<file path="config.mk">
export PLATFORM = sky130hd
export DESIGN_NAME = wheel_encoder_odometry_unwrap
export DESIGN_NICKNAME = d
export VERILOG_FILES = /design/src/rtl/weou_pkg.sv /design/src/rtl/weou_unwrap.sv /design/src/rtl/weou_accum.sv /design/src/rtl/wheel_encoder_odometry_unwrap.sv
export VERILOG_INCLUDE_DIRS = /design/src /design/src/rtl
export SDC_FILE = /design/constraint.sdc
export NUM_CORES = 2
export LEC_CHECK = 0
export BUFFER_PORTS_ARGS = -buffer_cell sky130_fd_sc_hd__buf_2
export CAP_MARGIN = 20
export CORE_UTILIZATION = 45
export CTS_CLUSTER_DIAMETER = 30
export CTS_CLUSTER_SIZE = 12
export DETAILED_ROUTE_END_ITERATION = 8
export GPL_TIMING_DRIVEN = 0
export PLACE_DENSITY = 0.7
export SLEW_MARGIN = 20
export SYNTH_ARGS = -nofsm -noshare
export SYNTH_HDL_FRONTEND = slang
export SYNTH_SLANG_ARGS = --single-unit
</file>
<file path="constraint.sdc">
create_clock -name clk -period 18.2 [get_ports clk]
set_input_delay 0.91 -clock clk [delete_from_list [all_inputs] [get_ports clk]]
set_output_delay 0.91 -clock clk [all_outputs]
set_load 0.01 [all_outputs]
</file>
<file path="src/rtl/wheel_encoder_odometry_unwrap_macros.svh">
// assertion helpers used by the top-level rtl file
`ifndef WHEEL_ENCODER_ODOMETRY_UNWRAP_MACROS_SVH
`define WHEEL_ENCODER_ODOMETRY_UNWRAP_MACROS_SVH

// a condition that holds at every clock edge outside reset
`define WEOU_ASSERT(lbl, expr, msg) \
	lbl: assert property (@(posedge clk) disable iff (!arst_n) (expr)) else $error(msg);

// a trigger that implies a condition at the next clock edge
`define WEOU_ASSERT_NEXT(lbl, ante, cons, msg) \
	lbl: assert property (@(posedge clk) disable iff (!arst_n) (ante) |=> (cons)) \
		else $error(msg);

`endif

</file>
<file path="src/rtl/weou_pkg.sv">
package weou_pkg;

	localparam int RAW_W          = 16;
	localparam int SPAN_W         = 17;
	localparam int WRAP_W         = 32;
	localparam int PROD_W         = WRAP_W + SPAN_W + 1;
	localparam int OUT_W          = 48;
	localparam int ACCUM_WIDTH_DEF = 48;
	localparam int NEAR_LIMIT     = 4;
	localparam int CFG_DATA_W     = 17;
	localparam int CFG_IDX_W      = 2;

	localparam logic signed [RAW_W-1:0] LOW_LIMIT_RST  = -16'sd19661;
	localparam logic signed [RAW_W-1:0] HIGH_LIMIT_RST = 16'sd19660;
	localparam logic [SPAN_W-1:0]       SPAN_RST       = 17'd65535;

	// configuration register indexes
	typedef enum logic [CFG_IDX_W-1:0] {
		CFG_LOW  = 2'd0,
		CFG_HIGH = 2'd1,
		CFG_SPAN = 2'd2
	} weou_cfg_e;

	typedef struct packed {
		logic signed [RAW_W-1:0] right_raw;
		logic signed [RAW_W-1:0] left_raw;
		logic                    gap_seen;
	} weou_in_t;

	typedef struct packed {
		logic signed [OUT_W-1:0] left_odometry;
		logic signed [OUT_W-1:0] right_odometry;
	} weou_out_t;

	// stage advance strobes shared by the datapath modules
	typedef struct packed {
		logic adv_s1;
		logic adv_s2;
		logic adv_s3;
	} weou_ctrl_t;

endpackage

</file>
<file path="src/rtl/weou_unwrap.sv">
module weou_unwrap import weou_pkg::*; #(
	parameter int ACCUM_WIDTH = ACCUM_WIDTH_DEF
) (
	input  logic                          clk,
	input  logic                          arst_n,
	input  weou_ctrl_t                    ctrl,
	input  logic signed [RAW_W-1:0]       raw,
	input  logic signed [RAW_W-1:0]       low_limit,
	input  logic signed [RAW_W-1:0]       high_limit,
	input  logic [SPAN_W-1:0]             span,
	output logic [ACCUM_WIDTH-1:0]        pos,
	output logic                          near
);

	logic signed [RAW_W-1:0]  prev_raw_q;
	logic signed [WRAP_W-1:0] mult_q;
	logic signed [WRAP_W-1:0] mult_d;
	logic signed [SPAN_W:0]   span_ext;
	logic signed [PROD_W-1:0] prod;
	logic [ACCUM_WIDTH-1:0]   pos_d;
	logic [ACCUM_WIDTH-1:0]   pos_s2;
	logic                     fwd_wrap;
	logic                     bwd_wrap;

	// wrap detection against the previous raw reading
	assign fwd_wrap = (raw < low_limit) && (prev_raw_q > high_limit);
	assign bwd_wrap = (raw > high_limit) && (prev_raw_q < low_limit);

	always_comb begin
		mult_d = mult_q;
		if (fwd_wrap) begin
			mult_d = mult_q + 32'sd1;
		end else if (bwd_wrap) begin
			mult_d = mult_q - 32'sd1;
		end
	end

	// stage 1: multiplier and last raw reading, they also hold the item in flight
	always_ff @(posedge clk or negedge arst_n) begin
		if (!arst_n) begin
			prev_raw_q <= '0;
			mult_q     <= '0;
		end else if (ctrl.adv_s1) begin
			prev_raw_q <= raw;
			mult_q     <= mult_d;
		end
	end

	// stage 2: unwrapped position = raw + multiplier * span
	assign span_ext = $signed({1'b0, span});
	assign prod     = mult_q * span_ext;
	assign pos_d    = ACCUM_WIDTH'(prev_raw_q) + ACCUM_WIDTH'(prod);

	always_ff @(posedge clk) begin
		if (ctrl.adv_s2) begin
			pos_s2 <= pos_d;
		end
	end

	// position within NEAR_LIMIT ticks of zero (-4 to 4), read as signed
	assign near = (pos_s2 <= ACCUM_WIDTH'(NEAR_LIMIT))
		|| (pos_s2 >= ~ACCUM_WIDTH'(NEAR_LIMIT - 1));
	assign pos  = pos_s2;

endmodule

</file>
<file path="src/rtl/weou_accum.sv">
module weou_accum import weou_pkg::*; #(
	parameter int ACCUM_WIDTH = ACCUM_WIDTH_DEF
) (
	input  logic                    clk,
	input  logic                    arst_n,
	input  weou_ctrl_t              ctrl,
	input  logic [ACCUM_WIDTH-1:0]  pos,
	input  logic                    hold,
	output logic signed [OUT_W-1:0] odometry
);

	logic [ACCUM_WIDTH-1:0] prev_q;
	logic [ACCUM_WIDTH-1:0] accum_q;

	// add the step since the last position unless this item holds
	always_ff @(posedge clk or negedge arst_n) begin
		if (!arst_n) begin
			prev_q  <= '0;
			accum_q <= '0;
		end else if (ctrl.adv_s3) begin
			prev_q <= pos;
			if (!hold) begin
				accum_q <= accum_q + pos - prev_q;
			end
		end
	end

	assign odometry = OUT_W'(accum_q);

endmodule

</file>
<file path="src/rtl/wheel_encoder_odometry_unwrap.sv">
// path: stage 1 wrap registers, stage 2 position register, then the output accumulators
// throughput: one transaction per cycle while out_ready is held high; the wrap multiplier
// update closes in stage 1 and the accumulator update closes in the output stage
// reset: arst_n clears the pipeline, wrap state and accumulators and
// restores the threshold and span registers to their defaults
`include "wheel_encoder_odometry_unwrap_macros.svh"

module wheel_encoder_odometry_unwrap import weou_pkg::*; #(
	parameter int ACCUM_WIDTH = ACCUM_WIDTH_DEF
) (
	input  logic                  clk,
	input  logic                  arst_n,
	input  logic                  in_valid,
	output logic                  in_ready,
	input  weou_in_t              in_data,
	output logic                  out_valid,
	input  logic                  out_ready,
	output weou_out_t             out_data,
	input  logic                  cfg_valid,
	output logic                  cfg_ready,
	input  logic [CFG_IDX_W-1:0]  cfg_index,
	input  logic [CFG_DATA_W-1:0] cfg_data
);

	logic signed [RAW_W-1:0] low_limit_q;
	logic signed [RAW_W-1:0] high_limit_q;
	logic [SPAN_W-1:0]       span_q;

	logic                    v_s1;
	logic                    v_s2;
	logic                    out_valid_q;
	logic                    gap_s1;
	logic                    gap_s2;
	logic                    first_q;
	logic                    ready_s2;
	logic                    ready_s3;
	logic                    hold;
	logic                    near_l;
	logic                    near_r;
	logic [ACCUM_WIDTH-1:0]  pos_l;
	logic [ACCUM_WIDTH-1:0]  pos_r;
	weou_ctrl_t              ctrl;

	// configuration registers
	assign cfg_ready = 1'b1;

	always_ff @(posedge clk or negedge arst_n) begin
		if (!arst_n) begin
			low_limit_q  <= LOW_LIMIT_RST;
			high_limit_q <= HIGH_LIMIT_RST;
			span_q       <= SPAN_RST;
		end else if (cfg_valid && cfg_ready) begin
			case (cfg_index)
				CFG_LOW:  low_limit_q  <= $signed(cfg_data[RAW_W-1:0]);
				CFG_HIGH: high_limit_q <= $signed(cfg_data[RAW_W-1:0]);
				CFG_SPAN: span_q       <= cfg_data[SPAN_W-1:0];
				default: ;
			endcase
		end
	end

	// pipeline flow control, each stage fills when the next one frees
	assign ready_s3    = !out_valid_q || out_ready;
	assign ready_s2    = !v_s2 || ready_s3;
	assign in_ready    = !v_s1 || ready_s2;
	assign ctrl.adv_s1 = in_valid && in_ready;
	assign ctrl.adv_s2 = v_s1 && ready_s2;
	assign ctrl.adv_s3 = v_s2 && ready_s3;

	always_ff @(posedge clk or negedge arst_n) begin
		if (!arst_n) begin
			v_s1        <= 1'b0;
			v_s2        <= 1'b0;
			out_valid_q <= 1'b0;
			first_q     <= 1'b1;
		end else begin
			if (in_ready) begin
				v_s1 <= in_valid;
			end
			if (ready_s2) begin
				v_s2 <= v_s1;
			end
			if (ready_s3) begin
				out_valid_q <= v_s2;
			end
			if (ctrl.adv_s3) begin
				first_q <= 1'b0;
			end
		end
	end

	// gap flag travels beside the positions
	always_ff @(posedge clk) begin
		if (ctrl.adv_s1) begin
			gap_s1 <= in_data.gap_seen;
		end
		if (ctrl.adv_s2) begin
			gap_s2 <= gap_s1;
		end
	end

	weou_unwrap #(
		.ACCUM_WIDTH (ACCUM_WIDTH)
	) u_unwrap_r (
		.clk        (clk),
		.arst_n     (arst_n),
		.ctrl       (ctrl),
		.raw        (in_data.right_raw),
		.low_limit  (low_limit_q),
		.high_limit (high_limit_q),
		.span       (span_q),
		.pos        (pos_r),
		.near       (near_r)
	);

	weou_unwrap #(
		.ACCUM_WIDTH (ACCUM_WIDTH)
	) u_unwrap_l (
		.clk        (clk),
		.arst_n     (arst_n),
		.ctrl       (ctrl),
		.raw        (in_data.left_raw),
		.low_limit  (low_limit_q),
		.high_limit (high_limit_q),
		.span       (span_q),
		.pos        (pos_l),
		.near       (near_l)
	);

	// first item after reset, or a gap-flagged item with both positions near zero, adds nothing
	assign hold = first_q || (gap_s2 && near_l && near_r);

	weou_accum #(
		.ACCUM_WIDTH (ACCUM_WIDTH)
	) u_accum_l (
		.clk      (clk),
		.arst_n   (arst_n),
		.ctrl     (ctrl),
		.pos      (pos_l),
		.hold     (hold),
		.odometry (out_data.left_odometry)
	);

	weou_accum #(
		.ACCUM_WIDTH (ACCUM_WIDTH)
	) u_accum_r (
		.clk      (clk),
		.arst_n   (arst_n),
		.ctrl     (ctrl),
		.pos      (pos_r),
		.hold     (hold),
		.odometry (out_data.right_odometry)
	);

	assign out_valid = out_valid_q;

	// checks
	`WEOU_ASSERT(a_ready_when_empty, out_valid || in_ready, "input stalled with empty output")
	`WEOU_ASSERT_NEXT(a_result_follows, ctrl.adv_s3, out_valid, "stage 2 transaction lost")
	`WEOU_ASSERT_NEXT(a_first_zero, first_q && ctrl.adv_s3,
		out_data.left_odometry == '0 && out_data.right_odometry == '0,
		"first result after reset not zero")

endmodule
</file>
==> impl_metrics.yaml <==
synth:
  ys_seq_elements: 439
  async_flop_share: 0.777
  synth_area_um2: 69400
  syn_inst: 7622
  synth-edff-count: 98
  synth_ff_type: "dfrtp_1"
  ys_types: 77
  yosysWarnings: 0
  syn_nets: 9389
  ys_seq_area_frac: 0.166
  syn_area_per_cell_um2: 9.10
global_route:
  track_usage: 0.296
  grt_max_degree: 88
  grt_pass1_vias: 57200
  grt_overflow: 0
  grt_pass1_wl_mm: 346
  antenna_found_initial: 35
placed_design:
  dp_worst_setup_slack_ns: 8.61
  place_congestion: 0.979
  detailed_place_hpwl_mm: 185
  port_buffers: 154
critical_path:
  cp_slowest_cell: "clkbuf_1"
  crit_buf_inv: 6
  crit_path_cell_trace: "clkbuf_1 -> clkbuf_1 -> and2_1 -> fa_1 -> inv_1 -> fa_1 -> fa_1 -> fa_1 -> inv_1 -> fa_1 -> inv_1 -> fa_1 -> inv_1 -> ha_1 -> nor2_1 -> a211oi_1 -> o2111ai_1 -> o22ai_1 -> a311oi_1 -> o21a_1 -> o21ai_1 -> a41oi_1 -> a31oi_1 -> xor2_1"
  critical_path.top_delay_family: "adder cells"
  critical_path_arrival_ns: 10.16
  critical_path_class: "flip-flop to flip-flop"
  start_kind: "flip-flop"
  crit_top_cell: "fa_1"
  cp.required_ns: 18.58
  end_kind: "flip-flop"
  crit_path_max_fanout: 10
  worst_path_largest_cell_delay_ns: 0.92
final_layout:
  final_common_cell: "inv_1"
  drive_gt1_frac: 0.0630
  fillers: 14200
  regArea_um2: 11500
  syn2layout_area_growth_pct: 11.1
  fin_nets: 9672
  most-common-layout-cells: "inv_1, fa_1, and2_1"
  multi_input_area_um2: 50100
sta:
  finalCritPeriodShare: 0.537
  fin_worst_skew_ns: 0.0848
  period_needed_ns: 9.78
  hold_viol_final: 0
  setup_violations: 0
  rsz0062_at_grt: "no"
  timing.slew.headroom: 0.145
  worst_slew_pin_slew_ns: 1.28
  maxSlewViolCount: 0
  fmax_mhz: 102
  worst_slack_ns: 8.42
  fin_tns_setup_ns: 0
clock_network:
  cts_buffer_depth: 3
  clkSlewWorstSetupHoldPaths_ns: 0.05
  cts_made_buffers: 112
  worstSkewPairLatency_ns: 0.77
  htreeDepth: 3
  cts_resized: 0
  cts_tree: "built"
  cts_root_buffer: "clkbuf_16"
  clock-sinks: 439
routing:
  dr.pass1.iters: 6
  routedWlPerCell_um: 22.6
  dr.first_iter.drc_count: 4875
  postRouteAntennaNets: 0
  met3_length_mm: 22.0
  drc_errors: 0
  wl_met1_mm: 88.9
  dr_wl_met2_mm: 103
  drt_wl_total_mm: 227
  vias: 54700
  highest_layer: "met5"
  avgViaCountPerCell: 5.45
floorplan:
  dieArea_um2: 156000
  die-height_um: 395
  die_w_um: 395
  start_util: 0.455
  core_um2: 152000
  ios: 156
  rows: 143
job:
  max-cap-violations: 0
outcome:
  status: "finished, final reports clean"
hold_path:
  hold_class: "primary input to flip-flop"
==> routing by layer <==
layer | vias up | GRT usage
met2 | 2567 | 0.476
met4 | 8 | 0.143
li1 | 24100 | -
met1 | 27500 | 0.381
met3 | 530 | 0.0616
met5 | - | 0
==> kinds of logic after synthesis <==
kind of cell    after synthesis  synth area share
compound gates             1081            0.0951
xor+xnor                    256            0.0323
fa+ha+maj                  1710             0.437
buf+inv                    2073             0.112
flops                       439             0.166
mux                          70            0.0110
other cells                   1         0.0000541
simple gates               1992             0.146
==> final cells by class <==
class / instances / share of cell area
antenna: 12 / 0.000390
buffer: 273 / 0.0136
clock buffer: 136 / 0.0394
clock inverter: 76 / 0.0124
inverter: 1800 / 0.0877
multi-input combinational: 5110 / 0.650
sequential: 439 / 0.150
tap: 2030 / 0.0330
timing repair buffer: 169 / 0.0138
==> sequential cells by signal, summed over array words and instances (netlist names), 16 cells and up <==
| signal | flops |
|---|---|
| high_limit_q | 16 |
| low_limit_q | 16 |
| span_q | 17 |
| u_accum_l.odometry | 48 |
| u_accum_l.prev_q | 48 |
| u_accum_r.odometry | 48 |
| u_accum_r.prev_q | 48 |
| u_unwrap_l.mult_q | 32 |
| u_unwrap_l.pos | 48 |
| u_unwrap_l.prev_raw_q | 16 |
| u_unwrap_r.mult_q | 32 |
| u_unwrap_r.pos | 48 |
| u_unwrap_r.prev_raw_q | 16 |
==> path summary, 6_finish.rpt <==
kind / start / end / slack, ns / depth (start not counted)
worst max register to register: span_q[6] / u_unwrap_l.pos[46] / 8.42 / 24
max in group asynchronous: arst_n / span_q[14] / 15.59 / 6
worst max-delay path: span_q[6] / u_unwrap_l.pos[46] / 8.42 / 24
worst min-delay path: in_valid / v_s1 / 0.37 / 2
worst min register to register: gap_s1 / gap_s2 / 0.43 / 0
min in group asynchronous: arst_n / u_accum_l.prev_q[31] / 0.60 / 2
==> cell usage after synthesis (all sizes together), types with 18 or more instances <==
| master | number | area share |
|---|---|---|
| a31oi | 26 | 0.0026 |
| ha | 524 | 0.095 |
| and3 | 30 | 0.0027 |
| o21bai | 28 | 0.0030 |
| fa | 1186 | 0.34 |
| nor2 | 146 | 0.0079 |
| nand4 | 61 | 0.0055 |
| and2 | 761 | 0.069 |
| o211ai | 25 | 0.0027 |
| o31ai | 18 | 0.0019 |
| dfrtp | 308 | 0.11 |
| nor4 | 37 | 0.0033 |
| nand2 | 749 | 0.041 |
| xor2 | 98 | 0.012 |
| nor2b | 34 | 0.0031 |
| o21ai | 403 | 0.029 |
| nand3 | 58 | 0.0042 |
| mux2 | 47 | 0.0076 |
| dfstp | 33 | 0.013 |
| mux2i | 23 | 0.0033 |
| inv | 1800 | 0.097 |
| edfxtp | 98 | 0.042 |
| nor3 | 41 | 0.0030 |
| a21o | 125 | 0.014 |
| o21a | 37 | 0.0040 |
| xnor2 | 158 | 0.020 |
| nand2b | 34 | 0.0031 |
| clkbuf | 269 | 0.015 |
| a21oi | 269 | 0.019 |
| a211oi | 35 | 0.0039 |
==> through the flow <==
stage / hold slack, ns / instance area (µm²) / std cells / utilization
after global placement: 0.408 / 72700 / 9806 / 0.477
after detailed placement: 0.415 / 73000 / 9819 / 0.479
after CTS: 0.328 / 77000 / 10000 / 0.505
final: 0.367 / 77000 / 10000 / 0.505
after floorplan: 0.400 / 69400 / 7622 / -
after global routing: 0.367 / 77000 / 10000 / 0.505
==> timing repair <==
item / CTS / global route
setup buffers: 0 / 0
hold endpoints to repair: 12 / 0
hold buffers: 1 / 0
Power is not shown: default switching activity piles up to over one toggle a cycle in this logic, so the estimate is an artifact.
